$ cat src/rtl/assert_macros.svh
// Assertion helpers shared by the RTL.
`ifndef ASSERT_MACROS_SVH
`define ASSERT_MACROS_SVH

// Implication checked on every clock edge outside reset.
`define ASSERT_IMPL(label, clk, rst_n, cond, prop, msg) \
  label: assert property (@(posedge clk) disable iff (!rst_n) (cond) |-> (prop)) \
    else $error(msg);

// Next-cycle implication checked outside reset.
`define ASSERT_NEXT(label, clk, rst_n, cond, prop, msg) \
  label: assert property (@(posedge clk) disable iff (!rst_n) (cond) |=> (prop)) \
    else $error(msg);

`endif

$ cat src/rtl/dll_pkg.sv
`timescale 1ns / 1ps
`default_nettype none
package dll_pkg;
  localparam int unsigned CapacityDefault = 64;

  localparam logic [2:0] OpSearch  = 3'd0;
  localparam logic [2:0] OpInsHead = 3'd1;
  localparam logic [2:0] OpInsTail = 3'd2;
  localparam logic [2:0] OpInsAft  = 3'd3;
  localparam logic [2:0] OpDelete  = 3'd4;
  localparam logic [2:0] OpClear   = 3'd5;
  localparam logic [2:0] OpSum     = 3'd6;

  localparam logic [1:0] StOk      = 2'd0;
  localparam logic [1:0] StMiss    = 2'd1;
  localparam logic [1:0] StFull    = 2'd2;

  typedef struct packed {
    logic [2:0]         operation;
    logic signed [31:0] key;
    logic signed [31:0] anchor_key;
  } dll_req_t;

  typedef struct packed {
    logic [1:0]         status;
    logic [5:0]         found_slot;
    logic [6:0]         element_count;
    logic signed [63:0] key_sum;
  } dll_rsp_t;
endpackage
`default_nettype wire

$ cat src/rtl/dll_free_scan.sv
`timescale 1ns / 1ps
`default_nettype none
// Finds the lowest free slot by scanning the used bits one per cycle.
module dll_free_scan #(
  parameter int unsigned Capacity = 64,
  localparam int unsigned IdxW = $clog2(Capacity + 1)
) (
  input  wire logic                clk_i,
  input  wire logic                rst_ni,
  input  wire logic                start_i,
  input  wire logic [Capacity-1:0] used_i,
  output logic                     done_o,
  output logic [IdxW-1:0]          slot_o
);
  logic [IdxW-1:0] idx_q, idx_d;
  logic            busy_q, busy_d;
  logic            hit;

  assign hit = (idx_q < IdxW'(Capacity)) && !used_i[idx_q[$clog2(Capacity)-1:0]];
  assign done_o = busy_q && (hit || idx_q == IdxW'(Capacity));
  assign slot_o = idx_q;

  always_comb begin
    idx_d  = idx_q;
    busy_d = busy_q;
    if (start_i) begin
      idx_d  = '0;
      busy_d = 1'b1;
    end else if (done_o) begin
      busy_d = 1'b0;
    end else if (busy_q) begin
      idx_d = idx_q + 1'b1;
    end
  end

  always_ff @(posedge clk_i or negedge rst_ni) begin
    if (!rst_ni) begin
      idx_q  <= '0;
      busy_q <= 1'b0;
    end else begin
      idx_q  <= idx_d;
      busy_q <= busy_d;
    end
  end
endmodule
`default_nettype wire

$ cat src/rtl/doubly_linked_list_engine_core.sv
`timescale 1ns / 1ps
`default_nettype none
// Doubly linked list of signed 32-bit keys in a pool of Capacity slots. One
// request is taken at a time and answered with one result beat. Search,
// insert-after, delete and sum walk the list from the head through a single
// key/link memory port, addressing each node visited and then comparing it;
// inserts also scan the used bits for the lowest free slot at one slot per
// cycle. Clear empties the list without a walk or a scan.
module doubly_linked_list_engine_core
  import dll_pkg::*;
#(
  parameter int unsigned Capacity = dll_pkg::CapacityDefault
) (
  input  wire logic              clk_i,
  input  wire logic              rst_ni,
  input  wire logic              in_valid_i,
  output logic                   in_ready_o,
  input  wire dll_pkg::dll_req_t in_data_i,
  output logic                   out_valid_o,
  input  wire logic              out_ready_i,
  output dll_pkg::dll_rsp_t      out_data_o
);
  `include "assert_macros.svh"

  localparam int unsigned IdxW = $clog2(Capacity + 1);
  localparam int unsigned AdrW = $clog2(Capacity);
  localparam logic [IdxW-1:0] Nil = IdxW'(Capacity);

  localparam logic [3:0] SIdle  = 4'd0;
  localparam logic [3:0] SRead  = 4'd1;
  localparam logic [3:0] SCheck = 4'd2;
  localparam logic [3:0] SFree  = 4'd3;
  localparam logic [3:0] SLink1 = 4'd4;
  localparam logic [3:0] SLink2 = 4'd5;
  localparam logic [3:0] SLink3 = 4'd6;
  localparam logic [3:0] SOut   = 4'd7;
  localparam logic [3:0] SRdNx  = 4'd8;

  logic [31:0]     mem_key  [Capacity];
  logic [IdxW-1:0] mem_next [Capacity];
  logic [IdxW-1:0] mem_prev [Capacity];

  logic [3:0]          state_q, state_d;
  dll_req_t            req_q, req_d;
  logic [Capacity-1:0] used_q, used_d;
  logic [IdxW-1:0]     head_q, head_d, tail_q, tail_d, cnt_q, cnt_d;
  logic [IdxW-1:0]     cur_q, cur_d, steps_q, steps_d, loc_q, loc_d, new_q, new_d;
  logic [63:0]         sum_q, sum_d;
  logic [1:0]          status_q, status_d;
  logic [IdxW-1:0]     slot_q, slot_d;
  logic [31:0]         rd_key_q;
  logic [IdxW-1:0]     rd_next_q, rd_prev_q;
  logic [IdxW-1:0]     rd_adr;
  logic                wr_en;
  logic [IdxW-1:0]     wr_adr, wr_next, wr_prev;
  logic [31:0]         wr_key;
  logic [2:0]          wr_sel;
  logic                scan_start, scan_done;
  logic [IdxW-1:0]     scan_slot;
  logic [31:0]         target;

  dll_free_scan #(.Capacity(Capacity)) u_scan (
    .clk_i, .rst_ni, .start_i(scan_start), .used_i(used_q),
    .done_o(scan_done), .slot_o(scan_slot)
  );

  // Bit 0 writes the key, bit 1 the next link, bit 2 the previous link.
  always_ff @(posedge clk_i) begin
    if (wr_en) begin
      if (wr_sel[0]) mem_key[wr_adr[AdrW-1:0]]  <= wr_key;
      if (wr_sel[1]) mem_next[wr_adr[AdrW-1:0]] <= wr_next;
      if (wr_sel[2]) mem_prev[wr_adr[AdrW-1:0]] <= wr_prev;
    end
    rd_key_q  <= mem_key[rd_adr[AdrW-1:0]];
    rd_next_q <= mem_next[rd_adr[AdrW-1:0]];
    rd_prev_q <= mem_prev[rd_adr[AdrW-1:0]];
  end

  assign in_ready_o  = (state_q == SIdle);
  assign out_valid_o = (state_q == SOut);
  assign target = (req_q.operation == OpInsAft) ? req_q.anchor_key : req_q.key;

  always_comb begin
    out_data_o.status        = status_q;
    out_data_o.found_slot    = 6'(slot_q);
    out_data_o.element_count = 7'(cnt_q);
    out_data_o.key_sum       = sum_q;
  end

  always_comb begin
    state_d = state_q;  req_d = req_q;   used_d = used_q;
    head_d = head_q;    tail_d = tail_q; cnt_d = cnt_q;
    cur_d = cur_q;      steps_d = steps_q; loc_d = loc_q; new_d = new_q;
    sum_d = sum_q;      status_d = status_q; slot_d = slot_q;
    rd_adr = cur_q;     wr_en = 1'b0; wr_adr = '0; wr_sel = '0;
    wr_key = req_q.key; wr_next = Nil; wr_prev = Nil;
    scan_start = 1'b0;
    unique case (state_q)
      SIdle: if (in_valid_i) begin
        req_d = in_data_i; cur_d = head_q; steps_d = '0; sum_d = '0;
        status_d = StOk; slot_d = '0; loc_d = Nil;
        unique case (in_data_i.operation)
          OpSearch, OpInsAft, OpDelete, OpSum: state_d = SRead;
          OpInsHead, OpInsTail: begin scan_start = 1'b1; state_d = SFree; end
          OpClear: begin
            used_d = '0; head_d = Nil; tail_d = Nil; cnt_d = '0; state_d = SOut;
          end
          default: state_d = SOut;
        endcase
      end
      SRead: begin
        if (cur_q == Nil || steps_q == Nil) begin
          if (req_q.operation == OpSum) state_d = SOut;
          else begin status_d = StMiss; state_d = SOut; end
        end else state_d = SCheck;
      end
      SCheck: begin
        steps_d = steps_q + 1'b1;
        if (req_q.operation == OpSum) begin
          sum_d = sum_q + {{32{rd_key_q[31]}}, rd_key_q};
          cur_d = rd_next_q; state_d = SRead;
        end else if (rd_key_q == target) begin
          loc_d = cur_q;
          if (req_q.operation == OpSearch) begin
            slot_d = cur_q; state_d = SOut;
          end else if (req_q.operation == OpInsAft) begin
            scan_start = 1'b1; state_d = SFree;
          end else state_d = SLink1;
        end else begin
          cur_d = rd_next_q; state_d = SRead;
        end
      end
      SFree: if (scan_done) begin
        if (scan_slot == Nil) begin status_d = StFull; state_d = SOut; end
        else begin
          new_d = scan_slot; slot_d = scan_slot;
          used_d[scan_slot[AdrW-1:0]] = 1'b1; cnt_d = cnt_q + 1'b1;
          state_d = SLink1;
        end
      end
      SLink1: begin
        // rd_*_q still holds the node at cur_q (anchor or deleted node).
        wr_en = 1'b1;
        unique case (req_q.operation)
          OpInsHead: begin
            wr_adr = new_q; wr_sel = 3'b111; wr_prev = Nil; wr_next = head_q;
            head_d = new_q;
            if (head_q == Nil) begin tail_d = new_q; state_d = SOut; end
            else begin cur_d = head_q; state_d = SLink2; end
          end
          OpInsTail: begin
            wr_adr = new_q; wr_sel = 3'b111; wr_prev = tail_q; wr_next = Nil;
            tail_d = new_q;
            if (tail_q == Nil) begin head_d = new_q; state_d = SOut; end
            else begin cur_d = tail_q; state_d = SLink2; end
          end
          OpInsAft: begin
            wr_adr = new_q; wr_sel = 3'b111; wr_prev = loc_q; wr_next = rd_next_q;
            if (rd_next_q == Nil) tail_d = new_q;
            state_d = SLink2;
          end
          default: begin
            // Delete: unlink the node at loc_q.
            wr_en = 1'b0;
            used_d[loc_q[AdrW-1:0]] = 1'b0; slot_d = loc_q;
            if (cnt_q != '0) cnt_d = cnt_q - 1'b1;
            if (rd_prev_q == Nil) head_d = rd_next_q;
            else begin
              wr_en = 1'b1; wr_adr = rd_prev_q; wr_sel = 3'b010; wr_next = rd_next_q;
            end
            if (rd_next_q == Nil) tail_d = rd_prev_q;
            state_d = SLink2;
          end
        endcase
      end
      SLink2: begin
        unique case (req_q.operation)
          OpInsHead: begin
            wr_en = 1'b1; wr_adr = cur_q; wr_sel = 3'b100; wr_prev = new_q;
            state_d = SOut;
          end
          OpInsTail: begin
            wr_en = 1'b1; wr_adr = cur_q; wr_sel = 3'b010; wr_next = new_q;
            state_d = SOut;
          end
          OpInsAft: begin
            wr_en = 1'b1; wr_adr = loc_q; wr_sel = 3'b010; wr_next = new_q;
            state_d = SRdNx;
          end
          default: begin
            if (rd_next_q != Nil) begin
              wr_en = 1'b1; wr_adr = rd_next_q; wr_sel = 3'b100; wr_prev = rd_prev_q;
            end
            state_d = SOut;
          end
        endcase
      end
      SRdNx: begin
        // Read back the new node to learn its successor.
        rd_adr = new_q; state_d = SLink3;
      end
      SLink3: begin
        if (rd_next_q != Nil) begin
          wr_en = 1'b1; wr_adr = rd_next_q; wr_sel = 3'b100; wr_prev = new_q;
        end
        state_d = SOut;
      end
      SOut: if (out_ready_i) state_d = SIdle;
      default: state_d = SIdle;
    endcase
  end

  always_ff @(posedge clk_i or negedge rst_ni) begin
    if (!rst_ni) begin
      state_q <= SIdle; used_q <= '0; head_q <= Nil; tail_q <= Nil; cnt_q <= '0;
    end else begin
      state_q <= state_d; used_q <= used_d;
      head_q <= head_d; tail_q <= tail_d; cnt_q <= cnt_d;
    end
  end

  always_ff @(posedge clk_i) begin
    req_q <= req_d; cur_q <= cur_d; steps_q <= steps_d; loc_q <= loc_d;
    new_q <= new_d; sum_q <= sum_d; status_q <= status_d; slot_q <= slot_d;
  end

  `ASSERT_IMPL(a_count_bound, clk_i, rst_ni, 1'b1, cnt_q <= Nil, "count above capacity")
  `ASSERT_IMPL(a_empty_ends, clk_i, rst_ni, state_q == SIdle && cnt_q == '0,
               head_q == Nil && tail_q == Nil, "empty list with live ends")
  `ASSERT_NEXT(a_out_hold, clk_i, rst_ni, out_valid_o && !out_ready_i,
               out_valid_o, "result dropped before taken")
endmodule
`default_nettype wire
$ cat config.mk
export PLATFORM = sky130hd
export DESIGN_NAME = doubly_linked_list_engine_core
export DESIGN_NICKNAME = d
export VERILOG_FILES = /design/src/rtl/dll_pkg.sv /design/src/rtl/dll_free_scan.sv /design/src/rtl/doubly_linked_list_engine_core.sv
export VERILOG_INCLUDE_DIRS = /design/src /design/src/rtl
export SDC_FILE = /design/constraint.sdc
export NUM_CORES = 2
export LEC_CHECK = 0
export BUFFER_PORTS_ARGS = -buffer_cell sky130_fd_sc_hd__buf_2
export CORE_ASPECT_RATIO = 0.75
export CORE_MARGIN = 1.5
export CORE_UTILIZATION = 53
export DETAILED_ROUTE_END_ITERATION = 8
export MAX_ROUTING_LAYER = met4
export PLACE_DENSITY_LB_ADDON = 0.12
export SLEW_MARGIN = 5
export SYNTH_ARGS = -nofsm -noshare
export SYNTH_HDL_FRONTEND = slang
export SYNTH_SLANG_ARGS = --single-unit
$ cat constraint.sdc
create_clock -name clk_i -period 15.6 [get_ports clk_i]
set_input_delay 3.12 -clock clk_i [delete_from_list [all_inputs] [get_ports clk_i]]
set_output_delay 3.12 -clock clk_i [all_outputs]
set_load 0.01 [all_outputs]
Word level (Yosys, flattened, before mapping)
Memories as Yosys holds them, arrays and structs flattened. A register that Yosys moved wholly into a read port is not among the register bits.
Index checks and enable logic that the tools add are counted.
- bits in registers: 264
- bits in writable memories: 2944
- output and inout bits: 81
- logic and storage cells: 245
- memories kept: 3
- add/sub/neg operators: 5
- $lt $le $gt $ge: 5
- equal/unequal tests: 52
- multiplexer cells: 121
- bitwise operators: 4
- reduce and logical (&&, ||, !) cells: 38
- memory list (name ; depth ; bits a word ; read ports ; clocked after Yosys merged registers in ; wr ports ; RTL line ; source):
    mem_key ; 64 ; 32 ; 1 ; 1 ; 1 ; doubly_linked_list_engine_core.sv:39 ; logic [31:0] mem_key [Capacity];
    mem_next ; 64 ; 7 ; 1 ; 1 ; 1 ; doubly_linked_list_engine_core.sv:40 ; logic [IdxW-1:0] mem_next [Capacity];
    mem_prev ; 64 ; 7 ; 1 ; 1 ; 1 ; doubly_linked_list_engine_core.sv:41 ; logic [IdxW-1:0] mem_prev [Capacity];
- operator list (operator ; count):
    2-to-1 mux 64 bit ; 7
    2-to-1 mux 7 bit ; 29
    one-hot mux 64 bit (3 select lines) ; 1
    one-hot mux 64 bit (2 select lines) ; 1
    one-hot mux 7 bit (3 select lines) ; 6
    one-hot mux 7 bit (2 select lines) ; 8
    adder 64 bit ; 1
    bitwise AND 64 bit ; 1
    NOT 64 bit ; 1
    bitwise OR 64 bit ; 1
    2-to-1 mux 6 bit ; 10
    == test 7 bit, second input constant ; 7
    one-hot mux 4 bit (9 select lines) ; 1
    == test 32 bit ; 1
    2-to-1 mux 32 bit ; 1
    AND reduction 6 bit ; 5
    != test 2 bit, second input constant ; 14
    2-to-1 mux 1 bit ; 24
    2-to-1 mux 4 bit ; 6
    one-hot mux 6 bit (4 select lines) ; 1
    adder 7 x 1 -> 7 bit, second input constant ; 3
    != test 3 bit, second input constant ; 7
    2-to-1 mux 2 bit ; 9
    one-hot mux 6 bit (3 select lines) ; 1
    42 further kinds ; 79

Depth between registers and ports, before layout
- depth after elaboration: 8
- mapped depth: 15

Modules after synthesis
From an unflattened synthesis, not the netlist that was laid out.
- cell total of the unflattened synthesis: 7185
- area total of the unflattened synthesis: 131298.4 µm²
- modules (own cells, without submodules) (module ; instances ; cells each ; area an instance (µm²) ; seq. area each (µm²)):
    doubly_linked_list_engine_core ; 1 ; 7055 ; 130074.8 ; 96570.1
    dll_free_scan ; 1 ; 130 ; 1223.7 ; 200.2

Worst setup path before layout
No wires, ideal clock.
- path type: register to register
- start: reg state_q[1]
- end: reg sum_q[0] (enable)
- library setup time: 0.574 ns
- data arrival time: 5.772 ns
- data required time: 15.026 ns
- path slack: 9.253 ns
- cell stages (with the launch flop): 6
- cells stage by stage: dfrtp_1 > clkbuf_1 > nor2b_1 > nand2_1 > clkbuf_1 > o21ai_0
- cells in the longest elaborated chain, start to end: 3
- elaborated cells between the ends (all ways): 6
- those cells by class: eq/ne (3); reduce/logical (3)
- RTL lines (item ; RTL line ; source):
    start: declaration ; doubly_linked_list_engine_core.sv:43 ; logic [3:0] state_q, state_d;
    start signal: assignment ; doubly_linked_list_engine_core.sv:217 ; state_q <= state_d; used_q <= used_d;
    == test 4 x 2 -> 1 bit / zero test 4 bit (equally long branches) ; doubly_linked_list_engine_core.sv:98 ; unique case (state_q)
    != test 2 bit (no source line) / nonzero test 2 bit (equally long branches) ; -- ;
    AND reduction 3 bit (no source line) * ; -- ;
    end signal: assignment ; doubly_linked_list_engine_core.sv:224 ; new_q <= new_d; sum_q <= sum_d; status_q <= status_d; slot_q <= slot_d;
    end: declaration ; doubly_linked_list_engine_core.sv:48 ; logic [63:0] sum_q, sum_d;
Every way passes the cells marked *; elsewhere a longest branch is shown, timed or not.
A chain may end at the register's enable or synchronous reset.

Worst setup path after layout
- start: reg state_q[1]
- end: reg rd_key_q[31] (read register of mem_key)
- cells in the longest elaborated chain, start to end: 2
- RTL lines (item ; RTL line ; source):
    == test 4 bit ; doubly_linked_list_engine_core.sv:98 ;
    2-to-1 mux 6 bit ; doubly_linked_list_engine_core.sv:98 ;
    end: declaration ; doubly_linked_list_engine_core.sv:51 ; logic [31:0] rd_key_q;
Every way passes these cells.

==> impl_metrics.toml <==
[status]
status = "finished, final reports clean"

[timing]
finalCriticalPeriod_ps = 6958
clock_skew_ps = 44.72
finalHoldViolCount = 0
grt_setup_unrepaired = "no"
fmax_mhz = 143.7
worstMarginPinSlew_ps = 1375
slew_viol_final = 0
slew_headroom_pct = 7.496
finalSetupViolCount = 0
period_share_pct = 44.60
fin_tns_setup_ps = 0

[placed_design]
io_buffers = 151
hpwlAfterDp_mm = 226.3
gp_congestion = 0.8983
dpl.cell_count = 13835
place_area_mm2 = 0.1400

[cells_and_area]
layout_commonest_cell = "nand2_1"
fillers = 19990
drive_above_1_share_pct = 9.094
fin_nets = 10899
final_cells = 14421
fin_area_mm2 = 0.1502
final_cell_mix = "nand2_1 (3176), edfxtp_1 (3111), nand3_1 (789)"
syn_to_final_growth_pct = 11.03
fin_util_pct = 59.20

[synthesis]
synth_cells = 10826
syn_area_per_cell_um2 = 12.49
synthArstFlopShare_pct = 2.981
yosysUniqueCellTypes = 86
ys_seq_area_share_pct = 71.55
ys.flop_type = "edfxtp_1"
synth_edf_count = 3111
yosysWarnings = 0
syn_area_mm2 = 0.1352
syn-num-nets = 10971
synth_seq_cells = 3254
synth_top_area_share_pct = 69.08
yosys-top-cells-area = "edfxtp_1 (69%), nand2_1 (8.8%), a311oi_1 (3.9%)"
yosys.area.top_type = "edfxtp_1"

[floorplan]
die_x_um = 586.3
rows = 160
dieArea_mm2 = 0.2582
die_height_um = 440.5
initial_utilization_pct = 53.32
io_pins = 152
coreArea_mm2 = 0.2536

[setup_path]
endpoint_kind = "register"
worst-r2r-setup-slack_ps = 8640
regToRegStartpoint = "state_q[1]$_DFFE_PN0P_"
regToRegEndpoint = "rd_key_q[31]$_DFF_P_"
crit_type = "register to register"
crit_path_start_kind = "register"
startpoint = "state_q[1]$_DFFE_PN0P_"
worstRegToRegCells = 13
cp_max_fo = 114
cp.required_ps = 16370
arrival_ps = 7730

[job]
maxCapViolations = 0

[grt]
grt_antenna_before_repair = 25
grt_pass1_wl_mm = 590.8
grt_pass1_vias = 84998
grt_usage_pct = 32.13
grt_overflow = 0
grt_max_degree = 197

[power_and_ir_drop]
p_per_area_mw_per_mm2 = 186.6
leakage_nw = 52.01
ir_drop_mv = 0.1701

[routing]
first_pass_iters = 6
antenna_left = 0
avgViaCountPerCell = 6.352
route.detailed.drc = 0
vias = 91603
avgRoutedWirePerCell_um = 28.34
finalWirelength_mm = 408.7
drt-initial-drc-count = 13220

[clocking]
cts.sink_count = 3254
ctsHtreeMaxLevel = 5
clockBufferDepth = 4
cts_tree = "built"
cts-root-buf = "clkbuf_16"
cts_setup_buffers = 0
clk_latency_ps = 890
clkSlewWorstSetupHoldPaths_ps = 70
cts_buffers = 319
holdBufCountCts = 0
ctsResizeCount = 0

[worst_hold_path]
whs_path_depth = 2
hold_path.class = "register to register"
holdPathEnd = "used_q[48]$_DFFE_PN0P_"
hold_start = "used_q[48]$_DFFE_PN0P_"
## stage by stage
| stage | setup WS (ps) | power (mW) | hold WS (ps) |
|---|---|---|---|
| 2_1_floorplan | 9253 | 16.68 | 445.4 |
| 3_3_place_gp | 8830 | 20.21 | 471.2 |
| 3_5_place_dp | 8868 | 20.30 | 482.6 |
| 4_1_cts | 8831 | 27.90 | 500.2 |
| 5_1_grt | 8310 | 29.12 | 529.9 |
| 6_report | 8642 | 28.02 | 501.5 |
## per-layer routing
layer	track usage [%]	share of wire (%)	vias to the layer above	routed length [µm]
met4	9.193	3.2	0	12990
met2	45.02	43	5201	176300
met5	-	0	-	0
met3	6.795	12	711	47210
li1	-	-	40114	-
met1	47.43	42	45577	172200
## cell usage after synthesis (all sizes together), types with 21 or more instances
cell       n
a21o      38
nand2b    23
nor3     129
dfrtp     95
clkbuf   662
a31oi    152
and3     391
a311oi   597
buf      123
o31ai     79
nand3    792
mux2      23
a21oi    331
nand4     26
ha        72
nand2   3179
inv       48
xor2      40
xnor2     56
o21ai    120
o311ai    47
dfxtp     46
a211oi    21
edfxtp  3111
nor2     256
a22oi     60
mux2i     57
## logic make-up (layout without fill, tap and decap cells)
| family | after synthesis | after routing | share of synthesized area (%) |
|---|---|---|---|
| xor gates and xnor gates | 96 | 96 | 0.6217 |
| AOI/OAI and AO/OA | 1568 | 1568 | 8.425 |
| buffers and inverters | 835 | 1016 | 2.395 |
| and+or+nand+nor | 4914 | 4914 | 15.60 |
| DFF | 3254 | 3254 | 71.55 |
| other | 0 | 12 | 0 |
| muxes | 85 | 85 | 0.7050 |
| adders and majority gates | 74 | 74 | 0.6957 |
## critical path, cell delays in order, from the launching register on
cell      delay (ps)
dfrtp_1          620
nor4b_4          370
buf_4            370
mux2_8           660
buf_4            890
buf_4            890
buf_4            780
nand2_1          100
and3_1           180
a311oi_1         230
a31oi_1           70
a21oi_1          710
a22oi_1          400
o311ai_0         190
## registers in the layout, indices dropped and copies added (netlist names), 32 cells and up
signal,cells
mem_key,2048
mem_next,448
mem_prev,448
sum_q,64
used_q,64
req_q,35
rd_key_q,32
wr_key,32
## worst max path at each step
stage / slack, ps / cells after the start / end
final: 8640 / 13 / rd_key_q[31]$_DFF_P_
after global routing: 8310 / 13 / rd_key_q[31]$_DFF_P_
after CTS: 8830 / 13 / rd_key_q[31]$_DFF_P_
after detailed placement: 8870 / 13 / rd_key_q[31]$_DFF_P_
after global placement: 8830 / 13 / rd_key_q[31]$_DFF_P_
after floorplan: 9250 / 5 / sum_q[0]$_SDFFCE_PN0P_
## report_power, final
part | switching [mW] | total, mW | leakage [nW] | internal (mW)
clock | 3.31 | 7.67 | 4.96 | 4.36
sequential | 0.417 | 10.6 | 29.9 | 10.2
combinational | 7.07 | 9.72 | 17.1 | 2.64
## final cells by class
class                           count  area (µm²)  share of cell area [%]
Clock buffer                      403        8567                   5.705
Antenna cell                       12       30.03                 0.02000
Multi-Input combinational cell   6737       36030                   23.99
Tap cell                         3402        4257                   2.835
Inverter                           50       188.9                  0.1258
Clock inverter                    171        1605                   1.069
Sequential cell                  3254       96770                   64.44
Timing Repair Buffer              392        2718                   1.810
(Power assumes the default switching activity.)
